===== config.mk =====
export PLATFORM = sky130hd
export DESIGN_NAME = motor_command_serial_link_top_flat
export DESIGN_NICKNAME = d
export VERILOG_FILES = /design/src/mcsl_pkg.sv /design/src/mcsl_if.sv /design/src/mcsl_cfg_regs.sv /design/src/mcsl_engine.sv /design/src/motor_command_serial_link_top.sv /design/src/flat_wrapper.sv
export SDC_FILE = /design/constraint.sdc
export NUM_CORES = 1
export LEC_CHECK = 0
export BUFFER_PORTS_ARGS = -buffer_cell sky130_fd_sc_hd__buf_4
export CAP_MARGIN = 20
export CORE_AREA = 2 2 129 106
export DETAILED_ROUTE_END_ITERATION = 16
export DIE_AREA = 0 0 131 108
export SETUP_SLACK_MARGIN = 0.02
export SLEW_MARGIN = 20
export SYNTH_ARGS = -nofsm -noshare
export SYNTH_HDL_FRONTEND = slang
export SYNTH_SLANG_ARGS = --single-unit

===== constraint.sdc =====
create_clock -name i_clk -period 2.3 [get_ports i_clk]
set_input_delay 0.345 -clock i_clk [delete_from_list [all_inputs] [get_ports i_clk]]
set_output_delay 0.345 -clock i_clk [all_outputs]
set_load 0.005 [all_outputs]

===== src/mcsl_pkg.sv =====
// shared types, codes and constants for the motor command serial link
// no dependencies; imported by every other file of the block
package mcsl_pkg;

    localparam int PERIOD_W  = 16;
    localparam int BYTE_W    = 8;
    localparam int OP_W      = 3;
    localparam int SPEED_W   = 9;
    localparam int BITIDX_W  = 4;
    localparam int CFG_IDX_W = 8;
    localparam int CFG_DAT_W = 16;

    // request codes
    localparam logic [OP_W-1:0] OP_NONE  = 3'd0;
    localparam logic [OP_W-1:0] OP_SYNC  = 3'd1;
    localparam logic [OP_W-1:0] OP_SPEED = 3'd2;
    localparam logic [OP_W-1:0] OP_BRAKE = 3'd3;
    localparam logic [OP_W-1:0] OP_RECV  = 3'd4;

    // register indexes
    localparam logic [CFG_IDX_W-1:0] REG_BIT_PERIOD = 8'd0;
    localparam logic [CFG_IDX_W-1:0] REG_SYNC_CODE  = 8'd1;
    localparam logic [CFG_IDX_W-1:0] REG_BRAKE_M0   = 8'd2;
    localparam logic [CFG_IDX_W-1:0] REG_BRAKE_M1   = 8'd3;

    localparam logic [PERIOD_W-1:0] RST_BIT_PERIOD = 16'd868;
    localparam logic [BYTE_W-1:0]   RST_SYNC_CODE  = 8'd170;
    localparam logic [BYTE_W-1:0]   RST_BRAKE_M0   = 8'd134;
    localparam logic [BYTE_W-1:0]   RST_BRAKE_M1   = 8'd135;

    localparam logic [BYTE_W-1:0] SPEED_BASE  = 8'h88;
    localparam logic [BYTE_W-1:0] DIR_FLAG    = 8'h02;
    localparam logic [BYTE_W-1:0] MOTOR1_FLAG = 8'h04;
    localparam logic [BYTE_W-1:0] VALUE_MAX   = 8'd127;

    localparam logic [BITIDX_W-1:0] BIT_STOP = 4'd8;
    localparam logic [BITIDX_W-1:0] BIT_DONE = 4'd9;

    typedef enum logic [2:0] {
        PH_IDLE = 3'b001,
        PH_TX   = 3'b010,
        PH_RX   = 3'b100
    } t_phase;

    typedef struct packed {
        logic [PERIOD_W-1:0] bit_period;
        logic [BYTE_W-1:0]   sync_code;
        logic [BYTE_W-1:0]   brake_code_motor0;
        logic [BYTE_W-1:0]   brake_code_motor1;
    } t_cfg;

endpackage


===== src/mcsl_if.sv =====
// valid/ready channel interfaces: request, result and register write
// depends on mcsl_pkg for field widths
interface mcsl_req_if import mcsl_pkg::*; ();
    logic                     valid;
    logic                     ready;
    logic [OP_W-1:0]          operation;
    logic                     motor;
    logic signed [SPEED_W-1:0] speed;
    logic [BYTE_W-1:0]        strength;
    logic                     rx_line;

    modport source (output valid, operation, motor, speed, strength, rx_line, input ready);
    modport sink   (input valid, operation, motor, speed, strength, rx_line, output ready);
endinterface

interface mcsl_res_if import mcsl_pkg::*; ();
    logic              valid;
    logic              ready;
    logic              tx_line;
    logic              busy_res;
    logic              accepted;
    logic [BYTE_W-1:0] rx_data;
    logic              rx_valid;

    modport source (output valid, tx_line, busy_res, accepted, rx_data, rx_valid, input ready);
    modport sink   (input valid, tx_line, busy_res, accepted, rx_data, rx_valid, output ready);
endinterface

interface mcsl_cfg_if import mcsl_pkg::*; ();
    logic                 valid;
    logic                 ready;
    logic [CFG_IDX_W-1:0] index;
    logic [CFG_DAT_W-1:0] data;

    modport source (output valid, index, data, input ready);
    modport sink   (input valid, index, data, output ready);
endinterface


===== src/mcsl_cfg_regs.sv =====
// configuration register file, written through the register write channel
// depends on mcsl_pkg and mcsl_cfg_if
module mcsl_cfg_regs import mcsl_pkg::*; (
    input  logic       i_clk,
    input  logic       i_rst_n,
    mcsl_cfg_if.sink   i_cfg,
    output t_cfg       o_cfg
);

    t_cfg r_cfg;
    t_cfg n_cfg;

    assign i_cfg.ready = 1'b1;
    assign o_cfg       = r_cfg;

    always_comb begin
        n_cfg = r_cfg;
        if (i_cfg.valid) begin
            case (i_cfg.index)
                REG_BIT_PERIOD: n_cfg.bit_period        = i_cfg.data;
                REG_SYNC_CODE:  n_cfg.sync_code         = i_cfg.data[BYTE_W-1:0];
                REG_BRAKE_M0:   n_cfg.brake_code_motor0 = i_cfg.data[BYTE_W-1:0];
                REG_BRAKE_M1:   n_cfg.brake_code_motor1 = i_cfg.data[BYTE_W-1:0];
                default:        n_cfg = r_cfg;
            endcase
        end
    end

    always_ff @(posedge i_clk) begin
        if (!i_rst_n) begin
            r_cfg.bit_period        <= RST_BIT_PERIOD;
            r_cfg.sync_code         <= RST_SYNC_CODE;
            r_cfg.brake_code_motor0 <= RST_BRAKE_M0;
            r_cfg.brake_code_motor1 <= RST_BRAKE_M1;
        end else begin
            r_cfg <= n_cfg;
        end
    end

endmodule


===== src/mcsl_engine.sv =====
// per-tick link engine: tx/rx state, one step per request, registered result
// depends on mcsl_pkg and the channel interfaces
module mcsl_engine import mcsl_pkg::*; (
    input  logic        i_clk,
    input  logic        i_rst_n,
    input  t_cfg        i_cfg,
    mcsl_req_if.sink    i_req,
    mcsl_res_if.source  o_res
);

    t_phase              r_phase,       n_phase;
    logic [PERIOD_W-1:0] r_tick_count,  n_tick_count;
    logic [BITIDX_W-1:0] r_bit_index,   n_bit_index;
    logic [BYTE_W-1:0]   r_tx_shift,    n_tx_shift;
    logic [BYTE_W-1:0]   r_second_byte, n_second_byte;
    logic                r_second_pend, n_second_pend;
    logic [BYTE_W-1:0]   r_rx_shift,    n_rx_shift;
    logic                r_line_level,  n_line_level;
    logic [BYTE_W-1:0]   r_rx_hold,     n_rx_hold;

    logic                r_out_valid;
    logic                r_accepted,    n_accepted;
    logic                r_rx_valid,    n_rx_valid;

    logic                in_fire;
    logic [PERIOD_W-1:0] period;
    logic                neg;
    logic [SPEED_W-1:0]  mag;
    logic [BYTE_W-1:0]   speed_val;
    logic [BYTE_W-1:0]   speed_cmd;
    logic [BYTE_W-1:0]   brake_val;

    // result register frees up when taken, so a request per cycle flows while results are taken
    assign i_req.ready = !r_out_valid || o_res.ready;
    assign in_fire     = i_req.valid && i_req.ready;

    assign period = (i_cfg.bit_period == '0) ? PERIOD_W'(1) : i_cfg.bit_period;

    // magnitude in 9 bits; -256 gives 256 and saturates below
    assign neg       = i_req.speed[SPEED_W-1];
    assign mag       = neg ? (SPEED_W'(0) - SPEED_W'(i_req.speed)) : SPEED_W'(i_req.speed);
    assign speed_val = (mag > SPEED_W'(VALUE_MAX)) ? VALUE_MAX : mag[BYTE_W-1:0];
    // direction bit is inverted for motor 1
    assign speed_cmd = SPEED_BASE | (i_req.motor ? MOTOR1_FLAG : '0)
                     | ((neg ^ i_req.motor) ? DIR_FLAG : '0);
    assign brake_val = (i_req.strength > VALUE_MAX) ? VALUE_MAX : i_req.strength;

    always_comb begin
        n_phase       = r_phase;
        n_tick_count  = r_tick_count;
        n_bit_index   = r_bit_index;
        n_tx_shift    = r_tx_shift;
        n_second_byte = r_second_byte;
        n_second_pend = r_second_pend;
        n_rx_shift    = r_rx_shift;
        n_line_level  = r_line_level;
        n_rx_hold     = r_rx_hold;
        n_accepted    = 1'b0;
        n_rx_valid    = 1'b0;
        case (r_phase)
            PH_IDLE: begin
                case (i_req.operation)
                    OP_SYNC, OP_SPEED, OP_BRAKE: begin
                        n_accepted   = 1'b1;
                        n_phase      = PH_TX;
                        n_bit_index  = '0;
                        n_tick_count = PERIOD_W'(1);
                        n_line_level = 1'b0;
                        if (i_req.operation == OP_SYNC) begin
                            n_second_pend = 1'b0;
                            n_tx_shift    = i_cfg.sync_code;
                        end else if (i_req.operation == OP_SPEED) begin
                            n_second_pend = 1'b1;
                            n_second_byte = speed_val;
                            n_tx_shift    = speed_cmd;
                        end else begin
                            n_second_pend = 1'b1;
                            n_second_byte = brake_val;
                            n_tx_shift    = i_req.motor ? i_cfg.brake_code_motor1
                                                        : i_cfg.brake_code_motor0;
                        end
                    end
                    OP_RECV: begin
                        n_accepted   = 1'b1;
                        n_phase      = PH_RX;
                        n_rx_shift   = '0;
                        n_bit_index  = '0;
                        n_tick_count = PERIOD_W'(1);
                    end
                    default: n_accepted = 1'b0;
                endcase
            end
            PH_TX: begin
                if (r_tick_count < period) begin
                    n_tick_count = r_tick_count + PERIOD_W'(1);
                end else begin
                    n_tick_count = PERIOD_W'(1);
                    if (r_bit_index < BIT_STOP) begin
                        n_line_level = r_tx_shift[0];
                        n_tx_shift   = r_tx_shift >> 1;
                        n_bit_index  = r_bit_index + BITIDX_W'(1);
                    end else if (r_bit_index == BIT_STOP) begin
                        n_line_level = 1'b1;
                        n_bit_index  = BIT_DONE;
                    end else if (r_second_pend) begin
                        // value byte follows the command byte at once
                        n_second_pend = 1'b0;
                        n_tx_shift    = r_second_byte;
                        n_bit_index   = '0;
                        n_line_level  = 1'b0;
                    end else begin
                        n_phase      = PH_IDLE;
                        n_line_level = 1'b1;
                        n_bit_index  = '0;
                        n_tick_count = '0;
                    end
                end
            end
            PH_RX: begin
                if (r_tick_count < period) begin
                    n_tick_count = r_tick_count + PERIOD_W'(1);
                end else begin
                    n_tick_count = PERIOD_W'(1);
                    if (r_bit_index < BIT_STOP) begin
                        // shift first, then the new sample lands in bit 7
                        n_rx_shift  = {i_req.rx_line, r_rx_shift[BYTE_W-1:1]};
                        n_bit_index = r_bit_index + BITIDX_W'(1);
                        if (r_bit_index == BIT_STOP - BITIDX_W'(1)) begin
                            n_rx_hold  = n_rx_shift;
                            n_rx_valid = 1'b1;
                        end
                    end else if (r_bit_index == BIT_STOP) begin
                        n_bit_index = BIT_DONE;
                    end else begin
                        n_phase      = PH_IDLE;
                        n_bit_index  = '0;
                        n_tick_count = '0;
                    end
                end
            end
            default: n_phase = PH_IDLE;
        endcase
    end

    always_ff @(posedge i_clk) begin
        if (!i_rst_n) begin
            r_phase       <= PH_IDLE;
            r_tick_count  <= '0;
            r_bit_index   <= '0;
            r_tx_shift    <= '0;
            r_second_byte <= '0;
            r_second_pend <= 1'b0;
            r_rx_shift    <= '0;
            r_line_level  <= 1'b1;
            r_rx_hold     <= '0;
            r_out_valid   <= 1'b0;
        end else begin
            if (in_fire) begin
                r_phase       <= n_phase;
                r_tick_count  <= n_tick_count;
                r_bit_index   <= n_bit_index;
                r_tx_shift    <= n_tx_shift;
                r_second_byte <= n_second_byte;
                r_second_pend <= n_second_pend;
                r_rx_shift    <= n_rx_shift;
                r_line_level  <= n_line_level;
                r_rx_hold     <= n_rx_hold;
                r_out_valid   <= 1'b1;
            end else if (o_res.ready) begin
                r_out_valid   <= 1'b0;
            end
        end
    end

    always_ff @(posedge i_clk) begin
        if (in_fire) begin
            r_accepted <= n_accepted;
            r_rx_valid <= n_rx_valid;
        end
    end

    assign o_res.valid    = r_out_valid;
    assign o_res.tx_line  = r_line_level;
    assign o_res.busy_res = (r_phase != PH_IDLE);
    assign o_res.accepted = r_accepted;
    assign o_res.rx_data  = r_rx_hold;
    assign o_res.rx_valid = r_rx_valid;

`ifndef SYNTHESIS
    a_busy_ignored: assert property (@(posedge i_clk) disable iff (!i_rst_n)
        (in_fire && r_phase != PH_IDLE) |=> !r_accepted)
        else $error("request taken while link busy");
    a_result_follows: assert property (@(posedge i_clk) disable iff (!i_rst_n)
        in_fire |=> r_out_valid)
        else $error("accepted request produced no result");
    a_idle_counters: assert property (@(posedge i_clk) disable iff (!i_rst_n)
        r_phase == PH_IDLE |-> (r_bit_index == '0 && r_tick_count == '0 && r_line_level))
        else $error("idle with counters running or line low");
    a_rx_valid_phase: assert property (@(posedge i_clk) disable iff (!i_rst_n)
        (r_out_valid && r_rx_valid) |-> (r_phase == PH_RX && r_bit_index == BIT_STOP))
        else $error("byte completion outside reception");
    a_bit_index_range: assert property (@(posedge i_clk) disable iff (!i_rst_n)
        r_bit_index <= BIT_DONE)
        else $error("bit index past stop bit");
`endif

endmodule


===== src/motor_command_serial_link_top.sv =====
// Motor command serial link: 8N1 transmitter/receiver stepped once per request.
// An accepted request's result is in the output register in the cycle after acceptance.
// Throughput: one request per cycle while results are taken; the result register decouples the two sides.
// Bit timing advances only on accepted requests (each request is one tick).
// Reset (i_rst_n low, synchronous): link idle, line high, registers to defaults.
module motor_command_serial_link_top import mcsl_pkg::*; (
    input  logic        i_clk,
    input  logic        i_rst_n,
    mcsl_req_if.sink    i_req,
    mcsl_res_if.source  o_res,
    mcsl_cfg_if.sink    i_cfg
);

    t_cfg cfg;

    mcsl_cfg_regs u_cfg_regs (
        .i_clk   (i_clk),
        .i_rst_n (i_rst_n),
        .i_cfg   (i_cfg),
        .o_cfg   (cfg)
    );

    mcsl_engine u_engine (
        .i_clk   (i_clk),
        .i_rst_n (i_rst_n),
        .i_cfg   (cfg),
        .i_req   (i_req),
        .o_res   (o_res)
    );

endmodule


===== src/flat_wrapper.sv =====
// flat-port wrapper written by rule: the top's interface ports become plain ports
module motor_command_serial_link_top_flat import mcsl_pkg::*;
  (i_clk, i_rst_n, i_req_valid, i_req_operation, i_req_motor, i_req_speed, i_req_strength, i_req_rx_line, i_req_ready, o_res_valid, o_res_tx_line, o_res_busy_res, o_res_accepted, o_res_rx_data, o_res_rx_valid, o_res_ready, i_cfg_valid, i_cfg_index, i_cfg_data, i_cfg_ready);
  mcsl_req_if i_req_i ();
  mcsl_res_if o_res_i ();
  mcsl_cfg_if i_cfg_i ();
  input  logic i_clk;
  input  logic i_rst_n;
  input wire logic [$bits(i_req_i.valid)-1:0] i_req_valid;
  input wire logic [$bits(i_req_i.operation)-1:0] i_req_operation;
  input wire logic [$bits(i_req_i.motor)-1:0] i_req_motor;
  input wire logic [$bits(i_req_i.speed)-1:0] i_req_speed;
  input wire logic [$bits(i_req_i.strength)-1:0] i_req_strength;
  input wire logic [$bits(i_req_i.rx_line)-1:0] i_req_rx_line;
  output wire logic [$bits(i_req_i.ready)-1:0] i_req_ready;
  output wire logic [$bits(o_res_i.valid)-1:0] o_res_valid;
  output wire logic [$bits(o_res_i.tx_line)-1:0] o_res_tx_line;
  output wire logic [$bits(o_res_i.busy_res)-1:0] o_res_busy_res;
  output wire logic [$bits(o_res_i.accepted)-1:0] o_res_accepted;
  output wire logic [$bits(o_res_i.rx_data)-1:0] o_res_rx_data;
  output wire logic [$bits(o_res_i.rx_valid)-1:0] o_res_rx_valid;
  input wire logic [$bits(o_res_i.ready)-1:0] o_res_ready;
  input wire logic [$bits(i_cfg_i.valid)-1:0] i_cfg_valid;
  input wire logic [$bits(i_cfg_i.index)-1:0] i_cfg_index;
  input wire logic [$bits(i_cfg_i.data)-1:0] i_cfg_data;
  output wire logic [$bits(i_cfg_i.ready)-1:0] i_cfg_ready;
  assign i_req_i.valid = i_req_valid;
  assign i_req_i.operation = i_req_operation;
  assign i_req_i.motor = i_req_motor;
  assign i_req_i.speed = i_req_speed;
  assign i_req_i.strength = i_req_strength;
  assign i_req_i.rx_line = i_req_rx_line;
  assign i_req_ready = i_req_i.ready;
  assign o_res_valid = o_res_i.valid;
  assign o_res_tx_line = o_res_i.tx_line;
  assign o_res_busy_res = o_res_i.busy_res;
  assign o_res_accepted = o_res_i.accepted;
  assign o_res_rx_data = o_res_i.rx_data;
  assign o_res_rx_valid = o_res_i.rx_valid;
  assign o_res_i.ready = o_res_ready;
  assign i_cfg_i.valid = i_cfg_valid;
  assign i_cfg_i.index = i_cfg_index;
  assign i_cfg_i.data = i_cfg_data;
  assign i_cfg_ready = i_cfg_i.ready;
  motor_command_serial_link_top u_core (.i_clk(i_clk), .i_rst_n(i_rst_n), .i_req(i_req_i), .o_res(o_res_i), .i_cfg(i_cfg_i));
endmodule

==> impl_metrics.toml <==
[global_routing]
track_usage_pct = 19.7
antenna_found_initial = 0
overflow = 0
grt_max_degree = 44
grt_first_pass_wirelength_um = 22000
first_global_vias = 4561

[worst_hold_path]
holdCritStartpoint = "i_cfg_data[8]"
holdPathEnd = "u_core.u_cfg_regs.o_cfg[32]"
hold_path_class = "input pin to flip-flop"
min_path_cells = 3

[worst_setup_path]
cp_top_family = "compound AO/OA/AOI/OAI gates"
crit_path_max_incr_delay_ps = 440
critPathKind = "flip-flop to flip-flop"
path_cells = "ha_4 > a21oi_2 > o21ai_4 > a211oi_4 > buf_4 > o211ai_1 > buf_4 > or3_1 > nand3_1"
path_common_cell = "buf_4"
start_kind = "flip-flop"
cp_max_fo = 6
crit_path_end_kind = "flip-flop"
cp.depth = 9
r2r_end = "u_core.u_engine.r_tick_count[14]"
cp_slowest_cell = "dfxtp_1"
cp.buffers_inverters = 2
arrival_ps = 2560
regToRegStartpoint = "u_core.u_engine.r_tick_count[5]"
reg2reg_setup_slack_ps = 40
r2r_cells = 9
required_ps = 2590

[synthesis]
synth_flop_cell = "dfxtp_1"
syn_inst = 613
avgSynthCellArea_um2 = 8.48
async_flop_share_pct = 0
seq_area_frac_synth_pct = 38.5
syn_area_mm2 = 0.00520
synth_edf_count = 2
ys_ff_latch = 99
syn-num-nets = 683
synthDistinctLibCells = 70
synth_warnings = 0

[cells_and_area]
fin_area_mm2 = 0.00663
final_cell_mix = "buf_4 (108), nand2_1 (104), dfxtp_1 (91)"
n_antenna_cell = 0
layout_commonest_cell = "buf_4"
syn2layout_area_growth_pct = 27.6
drive_gt1_share_pct = 25.4
fin_nets = 775

[pwr]
p_per_area_mw_per_mm2 = 555
power.leakage_nw = 2.67
switching_power_mw = 0.912
clkPwrFrac_pct = 40.6
peakVddDrop_v = 0.000425
internal_power_mw = 2.77
switching_share_pct = 24.8
power_mw = 3.68
combPwrFrac_pct = 11.1
pwr-share-seq_pct = 48.2

[detailed_routing]
drt_wl_total_um = 13700
drtIter0Drc = 274
ant_nets = 0
firstDrtPassIters = 5
routedWlPerCell_um = 15.4
vias_per_cell = 5.40
vias = 4782
drc = 0

[sta]
max_freq_mhz = 442
worstMarginPinSlew_ps = 720
rsz0062_at_grt = "true"
setup_violations = 0
fin_skew_ps = 9.85
post-route-min-period_ps = 2260
fin_crit_sh_pct = 98.5
maxSlewHeadroom_pct = 51.7
layout_setup_ws_ps = 35.5
hold_viol = 0
slew_violations = 0

[die]
die_width_um = 131
start_util_pct = 40.8
coreArea_mm2 = 0.0127
io_pins = 66
die_area_mm2 = 0.0141
die_y_um = 108
rows = 37

[clock_network]
cts_made_buffers = 9
cts_tree = "done"
cts_max_level = 3
cts_buffer_depth = 2
cts.sinks = 99
cts_root_buf = "clkbuf_16"
clk_latency_ps = 350
path_clk_slew_ps = 70

[place]
placed_cell_area_mm2 = 0.00610
portBuffers = 64
routabilityCongestion = 0.917
post-place-ws_ps = -109
dp.final_hpwl_um = 9880

[status]
outcome = "finished, final reports clean"

[job]
cap_violations = 0
layer usage:
layer / global-route usage [%] / vias up / part of all wire, %
met1: 26.4 / 2289 / 47
li1: - / 2369 / -
met3: 4.21 / 18 / 5.0
met4: 6.31 / 0 / 1.8
met2: 31.5 / 106 / 46
met5: 0 / - / 0
synth_stat cells, types with 9 or more instances:
| library cell | instances | area share [%] |
|---|---|---|
| a21oi_1 | 39 | 3.8 |
| clkbuf_1 | 23 | 1.7 |
| dfxtp_1 | 97 | 37 |
| ha_1 | 19 | 4.6 |
| inv_1 | 26 | 1.9 |
| mux2i_1 | 47 | 9.0 |
| nand2_1 | 105 | 7.6 |
| nand3_1 | 26 | 2.5 |
| nor2_1 | 37 | 2.7 |
| nor3_1 | 12 | 1.2 |
| o211ai_1 | 20 | 2.9 |
| o21ai_0 | 19 | 1.8 |
| o21ai_1 | 9 | 0.87 |
power groups by stage:
stage	Clock [mW]	Sequential, mW	Combinational (mW)
floorplan	0	1.80	0.220
global placement	0	1.81	0.396
detailed placement	0	1.81	0.402
CTS	1.53	1.77	0.407
global route	1.59	1.78	0.453
finish	1.49	1.77	0.410
cell families (layout without fill, tap and decap cells):
family                   count (synthesis)  after routing  synth area share (%)
AND/OR/NAND/NOR                        241            241                  23.0
flip-flops                              99             99                  38.5
AO/OA/AOI/OAI                          128            129                  16.9
other                                    1              1                0.0721
adder cells (fa/ha/maj)                 19             19                  4.57
XOR/XNOR                                14             14                  2.36
multiplexers                            52             52                  10.1
buffers and inverters                   59            155                  4.48
worst max-delay path by stage:
stage / startpoint / end / slack [ps]
2_1_floorplan: u_core.u_cfg_regs.o_cfg[38] / u_core.u_engine.r_tick_count[11] / 160
3_3_place_gp: u_core.u_cfg_regs.o_cfg[38] / u_core.u_engine.r_phase[0] / -30
3_5_place_dp: u_core.u_cfg_regs.o_cfg[27] / u_core.u_engine.r_phase[0] / -110
4_1_cts: u_core.u_cfg_regs.o_cfg[27] / u_core.u_engine.r_tick_count[7] / 40
5_1_grt: u_core.u_engine.r_tick_count[5] / u_core.u_engine.r_tick_count[14] / -30
6_report: u_core.u_engine.r_tick_count[5] / u_core.u_engine.r_tick_count[14] / 40
through the flow:
stage	cells	hold slack [ps]	TNS [ps]	utilization, %
finish	885	213	0	52.1
global route	885	246	-44.3	52.1
CTS	876	208	0	50.4
detailed placement	860	443	-547	47.9
global placement	860	440	-27.7	47.9
floorplan	613	432	0	-
cell type report:
cell class	instances	area [um^2]
inverter	28	105
sequential	99	2010
clock buffer	13	270
tap	175	219
fill	1176	6100
clock inverter	3	22.5
timing repair buffer	111	871
multi-input combinational	456	3140
worst register-to-register path: stages (launching register included):
cell and delay (ps):
dfxtp_1 440, ha_4 240, a21oi_2 200, o21ai_4 130
a211oi_4 260, buf_4 160, o211ai_1 120, buf_4 190
or3_1 350, nand3_1 110
sequential cells by signal, indices dropped and copies added, names as in the netlist:
register / flops
u_core.u_cfg_regs.o_cfg: 40
u_core.u_engine.o_res.rx_data: 8
u_core.u_engine.r_tick_count: 16
u_core.u_engine.r_rx_shift: 7
u_core.u_engine.r_second_pend: 1
u_core.u_engine.r_tx_shift: 8
u_core.u_engine.o_res.valid: 1
u_core.u_engine.r_phase: 3
u_core.u_engine.r_second_byte: 8
u_core.u_engine.o_res.tx_line: 1
u_core.u_engine.o_res.rx_valid: 1
u_core.u_engine.r_bit_index: 4
u_core.u_engine.o_res.accepted: 1
what timing repair did:
action | in CTS | in global routing
gates resized for setup | 3 | 36
hold buffers | 0 | 0
pin swaps | 0 | 16
cloned | 0 | 2
endpoints found under the setup margin | 23 | 46
setup buffers | 0 | 7
No activity file was read; power rests on OpenSTA's default activity.
